## config.mk

```make
export PLATFORM = sky130hd
export DESIGN_NAME = framed_link_byte_receiver_top
export DESIGN_NICKNAME = d
export VERILOG_FILES = /design/src/hw/rtl/flbr_pkg.sv /design/src/hw/rtl/flbr_in_stage.sv /design/src/hw/rtl/flbr_core.sv /design/src/hw/rtl/flbr_out_reg.sv /design/src/hw/rtl/framed_link_byte_receiver_top.sv
export VERILOG_INCLUDE_DIRS = /design/src /design/src/hw/rtl
export SDC_FILE = /design/constraint.sdc
export NUM_CORES = 1
export LEC_CHECK = 0
export ABC_AREA = 1
export BUFFER_PORTS_ARGS = -buffer_cell sky130_fd_sc_hd__buf_4
export CAP_MARGIN = 20
export CORE_UTILIZATION = 45
export DETAILED_ROUTE_END_ITERATION = 10
export PLACE_DENSITY = 0.76
export SLEW_MARGIN = 20
export SYNTH_ARGS = -nofsm -noshare
export SYNTH_HDL_FRONTEND = slang
export SYNTH_SLANG_ARGS = --single-unit
```

## constraint.sdc

```tcl
create_clock -name i_clk -period 3.59 [get_ports i_clk]
set_input_delay 0.1795 -clock i_clk [delete_from_list [all_inputs] [get_ports i_clk]]
set_output_delay 0.1795 -clock i_clk [all_outputs]
set_load 0.1 [all_outputs]
```

## src/hw/rtl/framed_link_byte_receiver_top_macros.svh

```systemverilog
// Assertion macros shared by the frame receiver RTL.
// No dependencies; included by the modules that carry checks.
`ifndef FRAMED_LINK_BYTE_RECEIVER_TOP_MACROS_SVH
`define FRAMED_LINK_BYTE_RECEIVER_TOP_MACROS_SVH
`ifndef SYNTHESIS
`define FLBR_ASSERT(lbl, clk, rstn, prop, msg) \
    lbl: assert property (@(posedge clk) disable iff (!rstn) prop) else $error(msg);
`define FLBR_ASSERT_NEVER(lbl, clk, rstn, expr, msg) \
    lbl: assert property (@(posedge clk) disable iff (!rstn) !(expr)) else $error(msg);
`else
`define FLBR_ASSERT(lbl, clk, rstn, prop, msg)
`define FLBR_ASSERT_NEVER(lbl, clk, rstn, expr, msg)
`endif
`endif

```

## src/hw/rtl/flbr_pkg.sv

```systemverilog
// Types and constants for the framed link byte receiver.
// No dependencies; used by every module of the block.
package flbr_pkg;

    localparam logic [7:0]  SYNC_RESET = 8'h00;
    localparam logic [15:0] GAP_RESET  = 16'd5000;
    localparam logic [16:0] LEN_PAD    = 17'd3;

    localparam logic CFG_SYNC = 1'b0;
    localparam logic CFG_GAP  = 1'b1;

    localparam logic ACT_BYTE = 1'b0;
    localparam logic ACT_TICK = 1'b1;

    localparam logic [1:0] KIND_PAYLOAD = 2'd0;
    localparam logic [1:0] KIND_GOOD    = 2'd1;
    localparam logic [1:0] KIND_BAD     = 2'd2;

    typedef enum logic [7:0] {
        PH_HUNT     = 8'b0000_0001,
        PH_DISCARD  = 8'b0000_0010,
        PH_SEQ      = 8'b0000_0100,
        PH_LEN_HI   = 8'b0000_1000,
        PH_LEN_LO   = 8'b0001_0000,
        PH_TYPE     = 8'b0010_0000,
        PH_RESERVED = 8'b0100_0000,
        PH_BODY     = 8'b1000_0000
    } t_phase;

    typedef struct packed {
        logic       action;
        logic [7:0] rx_data;
    } t_item;

    typedef struct packed {
        logic [1:0]  kind;
        logic [7:0]  payload_byte;
        logic [7:0]  frame_type;
        logic [7:0]  frame_sequence;
        logic [15:0] frame_length;
    } t_result;

endpackage

```

## src/hw/rtl/flbr_in_stage.sv

```systemverilog
// Input register for the receiver: holds one accepted word until the core takes it.
// Depends on flbr_pkg.
`include "framed_link_byte_receiver_top_macros.svh"
module flbr_in_stage (
    input  logic             i_clk,
    input  logic             i_rst_n,
    input  logic             i_valid,
    output logic             o_ready,
    input  flbr_pkg::t_item  i_item,
    input  logic             i_take,
    output logic             o_valid,
    output flbr_pkg::t_item  o_item
);

    logic            r_valid;
    flbr_pkg::t_item r_item;

    assign o_ready = !r_valid || i_take;
    assign o_valid = r_valid;
    assign o_item  = r_item;

    always_ff @(posedge i_clk) begin
        if (!i_rst_n) begin
            r_valid <= 1'b0;
        end else if (o_ready) begin
            r_valid <= i_valid;
        end
    end

    always_ff @(posedge i_clk) begin
        if (o_ready && i_valid) begin
            r_item <= i_item;
        end
    end

    `FLBR_ASSERT(a_take_needs_word, i_clk, i_rst_n, i_take |-> r_valid,
                 "input stage consumed with no word held")

endmodule

```

## src/hw/rtl/flbr_core.sv

```systemverilog
// Deframing state machine, checksum lanes and configuration registers.
// Depends on flbr_pkg; one held word is processed per cycle while the output has space.
`include "framed_link_byte_receiver_top_macros.svh"
module flbr_core (
    input  logic              i_clk,
    input  logic              i_rst_n,
    input  logic              i_cfg_we,
    input  logic              i_cfg_addr,
    input  logic [15:0]       i_cfg_wdata,
    input  logic              i_valid,
    input  flbr_pkg::t_item   i_item,
    input  logic              i_space,
    output logic              o_take,
    output logic              o_res_valid,
    output flbr_pkg::t_result o_res
);

    logic [7:0]       r_sync_byte;
    logic [15:0]      r_gap_ticks;
    flbr_pkg::t_phase r_phase, n_phase;
    logic [7:0]       r_xor_even, n_xor_even;
    logic [7:0]       r_xor_odd, n_xor_odd;
    logic             r_sel, n_sel;
    logic [7:0]       r_seq, n_seq;
    logic [15:0]      r_len, n_len;
    logic [7:0]       r_type, n_type;
    logic [16:0]      r_body, n_body;
    logic [15:0]      r_quiet, n_quiet;

    logic [7:0]  b;
    logic [16:0] total;
    logic        do_hunt;

    assign o_take  = i_valid && i_space;
    assign b       = i_item.rx_data;
    assign total   = ({1'b0, r_len} + flbr_pkg::LEN_PAD) & ~17'd1;
    assign do_hunt = (r_phase == flbr_pkg::PH_HUNT) ||
                     ((r_phase == flbr_pkg::PH_DISCARD) && (r_quiet >= r_gap_ticks));

    always_comb begin
        n_phase     = r_phase;
        n_xor_even  = r_xor_even;
        n_xor_odd   = r_xor_odd;
        n_sel       = r_sel;
        n_seq       = r_seq;
        n_len       = r_len;
        n_type      = r_type;
        n_body      = r_body;
        n_quiet     = r_quiet;
        o_res_valid = 1'b0;
        o_res.kind           = flbr_pkg::KIND_PAYLOAD;
        o_res.payload_byte   = 8'h00;
        o_res.frame_type     = r_type;
        o_res.frame_sequence = r_seq;
        o_res.frame_length   = r_len;

        if (o_take && (i_item.action == flbr_pkg::ACT_TICK)) begin
            if ((r_phase == flbr_pkg::PH_DISCARD) && (r_quiet != 16'hFFFF)) begin
                n_quiet = r_quiet + 16'd1;
            end
        end else if (o_take) begin
            if (r_sel) begin
                n_xor_odd = r_xor_odd ^ b;
            end else begin
                n_xor_even = r_xor_even ^ b;
            end
            n_sel = !r_sel;

            if (do_hunt) begin
                if (b == r_sync_byte) begin
                    n_xor_even = b;
                    n_xor_odd  = 8'h00;
                    n_sel      = 1'b1;
                    n_phase    = flbr_pkg::PH_SEQ;
                end else begin
                    n_phase = flbr_pkg::PH_DISCARD;
                    n_quiet = 16'd0;
                end
            end else begin
                case (r_phase)
                    flbr_pkg::PH_DISCARD: begin
                        n_quiet = 16'd0;
                    end
                    flbr_pkg::PH_SEQ: begin
                        n_seq   = b;
                        n_phase = flbr_pkg::PH_LEN_HI;
                    end
                    flbr_pkg::PH_LEN_HI: begin
                        n_len   = {b, 8'h00};
                        n_phase = flbr_pkg::PH_LEN_LO;
                    end
                    flbr_pkg::PH_LEN_LO: begin
                        n_len   = {r_len[15:8], b};
                        n_phase = flbr_pkg::PH_TYPE;
                    end
                    flbr_pkg::PH_TYPE: begin
                        n_type  = b;
                        n_phase = flbr_pkg::PH_RESERVED;
                    end
                    flbr_pkg::PH_RESERVED: begin
                        n_body  = 17'd0;
                        n_phase = flbr_pkg::PH_BODY;
                    end
                    flbr_pkg::PH_BODY: begin
                        n_body = r_body + 17'd1;
                        if (r_body < {1'b0, r_len}) begin
                            o_res_valid        = 1'b1;
                            o_res.payload_byte = b;
                        end else if (n_body >= total) begin
                            // verdict uses the lanes after this last word
                            o_res_valid = 1'b1;
                            o_res.kind  = ((n_xor_even == 8'h00) && (n_xor_odd == 8'h00)) ?
                                          flbr_pkg::KIND_GOOD : flbr_pkg::KIND_BAD;
                            n_phase     = flbr_pkg::PH_HUNT;
                        end
                    end
                    default: begin
                        n_phase = flbr_pkg::PH_HUNT;
                    end
                endcase
            end
        end
    end

    always_ff @(posedge i_clk) begin
        if (!i_rst_n) begin
            r_sync_byte <= flbr_pkg::SYNC_RESET;
            r_gap_ticks <= flbr_pkg::GAP_RESET;
            r_phase     <= flbr_pkg::PH_HUNT;
            r_xor_even  <= 8'h00;
            r_xor_odd   <= 8'h00;
            r_sel       <= 1'b0;
            r_seq       <= 8'h00;
            r_len       <= 16'h0000;
            r_type      <= 8'h00;
            r_body      <= 17'd0;
            r_quiet     <= 16'd0;
        end else begin
            if (i_cfg_we && (i_cfg_addr == flbr_pkg::CFG_SYNC)) begin
                r_sync_byte <= i_cfg_wdata[7:0];
            end
            if (i_cfg_we && (i_cfg_addr == flbr_pkg::CFG_GAP)) begin
                r_gap_ticks <= i_cfg_wdata;
            end
            r_phase    <= n_phase;
            r_xor_even <= n_xor_even;
            r_xor_odd  <= n_xor_odd;
            r_sel      <= n_sel;
            r_seq      <= n_seq;
            r_len      <= n_len;
            r_type     <= n_type;
            r_body     <= n_body;
            r_quiet    <= n_quiet;
        end
    end

    `FLBR_ASSERT(a_res_needs_take, i_clk, i_rst_n, o_res_valid |-> o_take,
                 "result produced without a consumed word")
    `FLBR_ASSERT(a_verdict_rehunts, i_clk, i_rst_n,
                 (o_res_valid && (o_res.kind != flbr_pkg::KIND_PAYLOAD)) |=>
                 (r_phase == flbr_pkg::PH_HUNT),
                 "frame verdict did not return to hunting")
    `FLBR_ASSERT(a_body_in_range, i_clk, i_rst_n,
                 (r_phase == flbr_pkg::PH_BODY) |-> (r_body < total),
                 "body count ran past the frame end")
    `FLBR_ASSERT_NEVER(a_tick_no_res, i_clk, i_rst_n,
                       o_res_valid && (i_item.action == flbr_pkg::ACT_TICK),
                       "tick word produced a result")

endmodule

```

## src/hw/rtl/flbr_out_reg.sv

```systemverilog
// Result register on the master side; frees space as the current word leaves.
// Depends on flbr_pkg.
`include "framed_link_byte_receiver_top_macros.svh"
module flbr_out_reg (
    input  logic              i_clk,
    input  logic              i_rst_n,
    input  logic              i_push,
    input  flbr_pkg::t_result i_res,
    output logic              o_space,
    output logic              o_valid,
    input  logic              i_ready,
    output flbr_pkg::t_result o_res
);

    logic              r_valid;
    flbr_pkg::t_result r_res;

    assign o_space = !r_valid || i_ready;
    assign o_valid = r_valid;
    assign o_res   = r_res;

    always_ff @(posedge i_clk) begin
        if (!i_rst_n) begin
            r_valid <= 1'b0;
        end else if (o_space) begin
            r_valid <= i_push;
        end
    end

    always_ff @(posedge i_clk) begin
        if (o_space && i_push) begin
            r_res <= i_res;
        end
    end

    `FLBR_ASSERT(a_push_has_space, i_clk, i_rst_n, i_push |-> o_space,
                 "result pushed into a full output register")

endmodule

```

## src/hw/rtl/framed_link_byte_receiver_top.sv

```systemverilog
// Framed link byte receiver: input register, deframing core, result register.
// Depends on flbr_pkg, flbr_in_stage, flbr_core, flbr_out_reg.
//
// Slave channel: one word per received byte or time tick. tuser[0] is the
// action (0 byte, 1 tick) and tdata[7:0] the byte. Master channel: payload
// bytes as they arrive and one verdict word per frame; tuser[1:0] is the kind
// (0 payload, 1 checksum good, 2 checksum bad).
// Throughput is one word per cycle while the master side keeps up: the input
// register and the result register each hold a word, and the core computes each result combinationally.
// A word accepted into the input register has its result captured in the result
// register, and so shown on the master side, once that register has space.
// A word that yields no result still passes through the core.
// Reset (synchronous, active low) clears both registers, returns the
// receiver to hunting for sync and loads sync_byte = 0 and gap_ticks = 5000.
// When the master side stalls, the result register holds its word, the core
// waits with the next word in the input register and s_axis_tready falls
// once that register is full. Configuration writes take effect at the edge.
module framed_link_byte_receiver_top (
    input  logic        i_clk,
    input  logic        i_rst_n,
    input  logic        i_cfg_we,
    input  logic        i_cfg_addr,
    input  logic [15:0] i_cfg_wdata,
    input  logic        s_axis_tvalid,
    output logic        s_axis_tready,
    input  logic [7:0]  s_axis_tdata,   // [7:0] rx_data
    input  logic [0:0]  s_axis_tuser,   // [0] action
    output logic        m_axis_tvalid,
    input  logic        m_axis_tready,
    // [7:0] payload_byte, [15:8] frame_type, [23:16] frame_sequence,
    // [39:24] frame_length
    output logic [39:0] m_axis_tdata,
    output logic [1:0]  m_axis_tuser    // [1:0] kind
);

    flbr_pkg::t_item   s_item;
    flbr_pkg::t_item   held_item;
    flbr_pkg::t_result core_res;
    flbr_pkg::t_result out_res;
    logic              held_valid;
    logic              take;
    logic              space;
    logic              res_valid;

    assign s_item.action  = s_axis_tuser[0];
    assign s_item.rx_data = s_axis_tdata;

    flbr_in_stage u_in_stage (
        .i_clk   (i_clk),
        .i_rst_n (i_rst_n),
        .i_valid (s_axis_tvalid),
        .o_ready (s_axis_tready),
        .i_item  (s_item),
        .i_take  (take),
        .o_valid (held_valid),
        .o_item  (held_item)
    );

    flbr_core u_core (
        .i_clk       (i_clk),
        .i_rst_n     (i_rst_n),
        .i_cfg_we    (i_cfg_we),
        .i_cfg_addr  (i_cfg_addr),
        .i_cfg_wdata (i_cfg_wdata),
        .i_valid     (held_valid),
        .i_item      (held_item),
        .i_space     (space),
        .o_take      (take),
        .o_res_valid (res_valid),
        .o_res       (core_res)
    );

    flbr_out_reg u_out_reg (
        .i_clk   (i_clk),
        .i_rst_n (i_rst_n),
        .i_push  (res_valid),
        .i_res   (core_res),
        .o_space (space),
        .o_valid (m_axis_tvalid),
        .i_ready (m_axis_tready),
        .o_res   (out_res)
    );

    assign m_axis_tuser = out_res.kind;
    assign m_axis_tdata = {out_res.frame_length, out_res.frame_sequence,
                           out_res.frame_type, out_res.payload_byte};

endmodule

```

== Yosys cells after proc, flatten, opt, wreduce, memory -nomap -nowiden ==
Index checks and enable logic that the tools add are counted.

* Flip-flop bits (word level): 167
* Bits in latches: 0
* RAM bits: 0
* Bits in read-only memories: 0
* Input port bits: 31
* Output and inout bits: 44
* Logic and storage cells: 115
* Memories: 0

* Add/sub/neg operators: 3
* Multiply operators: 0
* Div/mod/pow operators: 0
* Magnitude comparators: 3
* Equality and inequality tests: 15
* Shift operators: 0
* Mux-type cells: 32
* Bitwise logic cells: 10
* Reductions and logical operators: 31

{| class="wikitable"
|+ Operators by type and width
! operator !! number
|-
| 8-bit two-way mux || 13
|-
| 16-bit two-way mux || 6
|-
| 8-bit case mux with 7 select lines || 1
|-
| 17-bit case mux with 2 select lines || 1
|-
| 16-bit case mux with 2 select lines || 1
|-
| 4-bit AND reduction || 5
|-
| 16-bit by 2-bit adder with 17-bit output, second input constant || 1
|-
| 17-bit by 1-bit adder with 17-bit output, second input constant || 1
|-
| 17-bit greater-or-equal comparator || 1
|-
| 17-bit by 16-bit < comparator with 1-bit output || 1
|-
| 16-bit by 1-bit adder with 16-bit output, second input constant || 1
|-
| 16-bit greater-or-equal comparator || 1
|-
| 8-bit zero test || 2
|-
| 16-bit != test, second input constant || 1
|-
| 8-bit XOR || 2
|-
| 5-bit AND reduction || 2
|-
| 1-bit logical AND || 9
|-
| 8-bit by 1-bit == test with 1-bit output, second input constant || 1
|-
| 8-bit by 2-bit == test with 1-bit output, second input constant || 1
|-
| 8-bit by 3-bit == test with 1-bit output, second input constant || 1
|-
| 8-bit by 4-bit == test with 1-bit output, second input constant || 1
|-
| 8-bit by 5-bit == test with 1-bit output, second input constant || 1
|-
| 8-bit by 6-bit == test with 1-bit output, second input constant || 1
|-
| 8-bit by 7-bit == test with 1-bit output, second input constant || 1
|-
| 18 further kinds || 38
|}

== Depth between registers and ports, before layout ==
* Depth after elaboration: 9
* Gate-level depth with buffers: 23
* Mapped depth without buffers: 22

== Cells and area by module ==
Synthesis repeated with hierarchy kept, for this count alone.

* Cell total of the unflattened synthesis: 1,060
* Area, all modules: 8,679.6 um^2

{| class="wikitable"
|+ By module, submodules not included
! module !! instances !! cells each !! area each (um^2) !! seq. area each (um^2)
|-
| flbr_core || 1 || 995 || 7,045.5 || 2,282.2
|-
| flbr_out_reg || 1 || 49 || 1,312.5 || 1,281.2
|-
| flbr_in_stage || 1 || 16 || 321.6 || 290.3
|}

== Least setup slack after synthesis ==
No wires, ideal clock.

* Path type: register to register
* Start: reg u_core.r_len[0]
* End: reg u_out_reg.r_res (netlist bit u_out_reg.o_res[0]), enable pin
* Arrival: 3.387 ns
* Required time: 3.190 ns
* Slack: -0.197 ns
* Stages on the path, launching flop included: 20
* Buffers on the path: 0
* Clock period less this slack: 3.787 ns
* Path through: dfxtp_1 > inv_1 > ha_1 > inv_1 > nand2_1 > nor2_1 > nand3_1 > nor3_2 > nand4_1 > nor4_2 > nand3_1 > ha_1 > nand2_1 > inv_1 > nand3_1 > nor3_1 > nand2_1 > nand3_1 > nand2_1 > nand2_1

* Cells in the longest elaborated chain, start to end: 9
* Elaborated cells between the ends (all ways): 10
* Classes of those cells: add/sub: 1; order compare: 2; mux: 6; reduce/logical: 1

{| class="wikitable"
|+ Ends and longest elaborated chain
! item !! line !! text
|-
| from (decl) || flbr_core.sv:25 || <nowiki>logic [15:0] r_len, n_len;</nowiki>
|-
| from (signal assigned) || flbr_core.sv:150 || <nowiki>r_len <= n_len;</nowiki>
|-
| 16-bit by 2-bit adder with 17-bit output || flbr_core.sv:36 || <nowiki>assign total = ({1'b0, r_len} + flbr_pkg::LEN_PAD) & ~17'd1;</nowiki>
|-
| 17-bit greater-or-equal comparator || flbr_core.sv:109 || <nowiki>end else if (n_body >= total) begin</nowiki>
|-
| 1-bit two-way mux || flbr_core.sv:109 ||
|-
| 1-bit two-way mux (*) || flbr_core.sv:106 || <nowiki>if (r_body < {1'b0, r_len}) begin</nowiki>
|-
| 1-bit two-way mux (*) || flbr_core.sv:80 || <nowiki>case (r_phase)</nowiki>
|-
| 1-bit two-way mux (*) || flbr_core.sv:69 || <nowiki>if (do_hunt) begin</nowiki>
|-
| 1-bit two-way mux (*) || flbr_core.sv:61 || <nowiki>end else if (o_take) begin</nowiki>
|-
| 1-bit two-way mux (*) || flbr_core.sv:57 || <nowiki>if (o_take && (i_item.action == flbr_pkg::ACT_TICK)) begin</nowiki>
|-
| 1-bit logical AND (*) || flbr_out_reg.sv:31 || <nowiki>if (o_space && i_push) begin</nowiki>
|-
| to (signal assigned) || flbr_out_reg.sv:32 || <nowiki>r_res <= i_res;</nowiki>
|-
| to (decl) || flbr_out_reg.sv:16 || <nowiki>flbr_pkg::t_result r_res;</nowiki>
|}

Mark *: on every way between the ends. The rest lies on a longest branch, timed or not.
A chain may end at the register's enable or synchronous reset.

== Final worst setup path ==
* Start: reg u_core.r_len[0]
* End: reg u_core.r_phase[2]

* Cells in the longest elaborated chain, start to end: 4
* Elaborated cells between the ends (all ways): 6
* Classes of those cells: add/sub: 1; order compare: 2; eq/ne: 2; reduce/logical: 1

{| class="wikitable"
|+ Ends and longest elaborated chain
! item !! line !! text
|-
| 16-bit by 2-bit adder with 17-bit output || flbr_core.sv:36 ||
|-
| 17-bit greater-or-equal comparator || flbr_core.sv:109 ||
|-
| 3-bit by 1-bit != test with 1-bit output (no line) || -- ||
|-
| 5-bit AND reduction (no line) (*) || -- ||
|-
| to (signal assigned) || flbr_core.sv:129 || <nowiki>r_phase <= flbr_pkg::PH_HUNT;</nowiki>
|-
| to (signal assigned) || flbr_core.sv:145 || <nowiki>r_phase <= n_phase;</nowiki>
|-
| to (decl) || flbr_core.sv:20 || <nowiki>flbr_pkg::t_phase r_phase, n_phase;</nowiki>
|}

Marked as above.

==> reports/results.tsv <==
stage	metric	value	unit
grt	vias in the first global route	7042	
cts	worst-case clock buffer depth	2	
grt	GR Util met1	28.7	%
critical_path	Req. time, crit path	3920	ps
cts	clock sink count	167	
logic_synthesis	#FFs+latches synth	167	
detailed_routing	DR vias	7620	
detailed_routing	DRC violations left	0	
grt	largest net degree at the start of global routing	54	
critical_path	data arrival time of the worst path	3750	ps
logic_synthesis	synthesis warning total	0	
critical_path	Critical R2R Capture	u_core.r_phase[2]	
grt	initial antenna violation count	0	
power_and_ir_drop	power density cells	392	nW/µm²
critical_path	Setup CP Type	reg -> reg	
hold_path	Worst Hold Path EP	u_core.r_gap_ticks[10]	
detailed_routing	DRT iter0 DRCs	571	
power_and_ir_drop	Peak VDD IR	0.378	mV
power_and_ir_drop	Lkg Pwr	0.00443	µW
floorplanning	# IOs	75	
detailed_routing	Post-DRT Antenna Nets	0	
sta	setup TNS	0	ps
sta	worst-margin pin slew	693	ps
place	IO Port Bufs	74	
sta	fmax	293	MHz
finish	ant diodes	0	
sta	Final Setup Violations	0	
floorplanning	Rows	50	
floorplanning	Die ar.	20000	µm²
critical_path	crit-path max FO	8	
critical_path	R2R Path Start	u_core.r_len[0]	
finish	post-layout util	55.8	%
cts	CTS tree	built	
place	Final HPWL DP	15400	µm
critical_path	cells on worst reg2reg path	22	
grt	first-pass GRT wire length	34800	µm
grt	Total GRT Usage	22.2	%
hold_path	worst min path class	in -> reg	
critical_path	critical path startpoint category	flop	
detailed_routing	wire per inst	15.0	µm
sta	RSZ-0062 raised after global routing	true	
floorplanning	Initial Utilization	46.3	%
logic_synthesis	Gate Count Post-Synth	1083	
sta	Hold Vio Cnt, Final	0	
logic_synthesis	sequential element share of the synthesized area	44.0	%
critical_path	endpoint type of the worst setup path	flop	
hold_path	Hold Path Depth	3	
run	Max Cap Viol	0	
logic_synthesis	post-synthesis cell type count	46	
floorplanning	Die Wd	141	µm
cts	total CTS buffers	17	
cts	# H-tree levels	4	
grt	total gr overflow	0	
detailed_routing	drt via density	5.26	
finish	most frequent cells in the layout	208 x nand2_1, 143 x nor2_1, 114 x dfxtp_1, 110 x inv_1, 84 x buf_4	
critical_path	R2R setup slack	170	ps
finish	area growth from synthesis to layout	20.5	%
cts	Root Driver	clkbuf_16	
logic_synthesis	synthesized netlist net count	1164	
grt	met2 usage	37.1	%
finish	share of layout cells above drive strength 1	16.8	%
finish	post-layout net count	1258	
detailed_routing	Initial DRT Pass Iterations	5	
run_status	outcome	completed	
sta	clock skew	7.84	ps
logic_synthesis	Mapped Area	8750	µm²
finish	most common cell after layout, fill and taps aside	nand2_1	
floorplanning	die height	141	µm
sta	Tmin final	3420	ps
cts	Clock Pin Slew Worst Setup and Hold Paths	70	ps
sta	Final Max Slew Viols	0	
place	Placer Congestion	0.913	
grt	busiest grt layer	met2	
logic_synthesis	syn_area_per_cell	8.08	µm²
floorplanning	Core Region	18900	µm²
sta	max_slew headroom	53.7	%
sta	Period Utilization, post-route	95.2	%
cts	worst skew pair latency	430	ps
hold_path	worst hold start	i_cfg_wdata[10]	
detailed_routing	Post-Route WL	21700	µm
grt	routing usage on met3	3.61	%
[synthesized netlist by cell type (all sizes together)]
library cell	n	area [µm²]
nand3b	2	15.0
clkbuf	16	60.1
nor4	5	73.8
or2	6	37.5
o21a	1	7.51
o21bai	2	15.0
xnor2	9	78.8
nor3	14	95.1
edfxtp	51	1530
a211oi	24	190
buf	18	121
o2111ai	1	8.76
nand3	67	360
inv	124	468
a21oi	76	384
o21ai	37	189
a31oi	1	6.26
dfxtp	116	2320
xor2	37	324
o211ai	7	52.6
nand4	35	249
a21o	1	7.51
nor2	160	666
and3	1	6.26
nor3b	1	7.51
ha	50	626
nand2	221	847
[through the flow]
step           hold WS (ps)  total power, µW  setup slack, ps  cell area [µm²]  cells
2_1_floorplan           278             2290              197             8750   1083
3_3_place_gp            359             2380              230             9540   1393
3_5_place_dp            359             2390              163             9540   1393
4_1_cts                15.3             4150              101            10300   1445
5_1_grt                44.6             4290            -48.1            10500   1450
6_report               28.2             4140              174            10500   1450
[critical path, stage by stage, from the launching register on]
cell and delay (ps):
dfxtp_2 360, inv_4 50, ha_4 150, inv_2 40, nand2_2 60, nor2_4 150
nand3_4 100, nor3_4 200, nand4_1 220, nor4_4 320, xor2_1 170, inv_1 90
ha_4 280, nand4_1 90, nor2_1 110, nand3_1 120, nand4_1 180, nand2_2 100
nor2_4 170, buf_12 150, nand2_2 50, nand2_1 80, nor2_1 50
[sequential cells by signal (all words and copies together) (netlist names), 9 cells and up]
name / count
u_core.r_quiet: 16
u_out_reg.o_res: 42
u_in_stage.o_item: 9
u_core.r_body: 17
u_core.r_gap_ticks: 16
u_core.r_len: 16
[cell type report]
class / count / area [µm²]
clock buffers: 19 / 443
inverters: 124 / 470
repair buffers: 109 / 936
fillers: 1743 / 8350
clock inverters: 13 / 121
multi-input cells: 758 / 4390
flip-flops and latches: 167 / 3860
well taps: 260 / 325
[routing by layer]
metal / routed length, µm / up-vias
met4: 597 / 0
met5: 0 / -
met2: 10100 / 250
li1: - / 3770
met3: 1260 / 47
met1: 9770 / 3553
[worst max path at each step]
stage / start / to / slack, ps
after floorplan: u_core.r_len[0] / u_out_reg.o_res[0] / 200
after global placement: u_core.r_len[0] / u_core.r_phase[4] / 230
after detailed placement: u_core.r_len[1] / u_core.r_phase[7] / 160
after CTS: u_core.r_len[0] / u_core.r_phase[2] / 100
after global routing: u_core.r_len[0] / u_core.r_phase[4] / -50
final: u_core.r_len[0] / u_core.r_phase[2] / 170
[where the power goes]
part | switching, µW | internal (µW) | leakage, µW
Sequential | 54.1 | 1980 | 0.00139
Clock | 776 | 979 | 0.000264
Combinational | 218 | 128 | 0.00278
[cell families after synthesis]
family / share of synthesized area [%]
adder cells (fa/ha/maj): 7.15
buffers and inverters: 7.42
XOR/XNOR: 4.60
AO/OA/AOI/OAI: 9.84
AND/OR/NAND/NOR: 26.9
flip-flops: 44.0
[repair_timing]
action / 4_1_cts / 5_1_grt
endpoints found under the setup margin: 0 / 50
setup buffers: 0 / 3
hold endpoints to repair: 22 / 0
gates resized for setup: 0 / 36
hold buffers: 20 / 0
(Power assumes the default switching activity.)
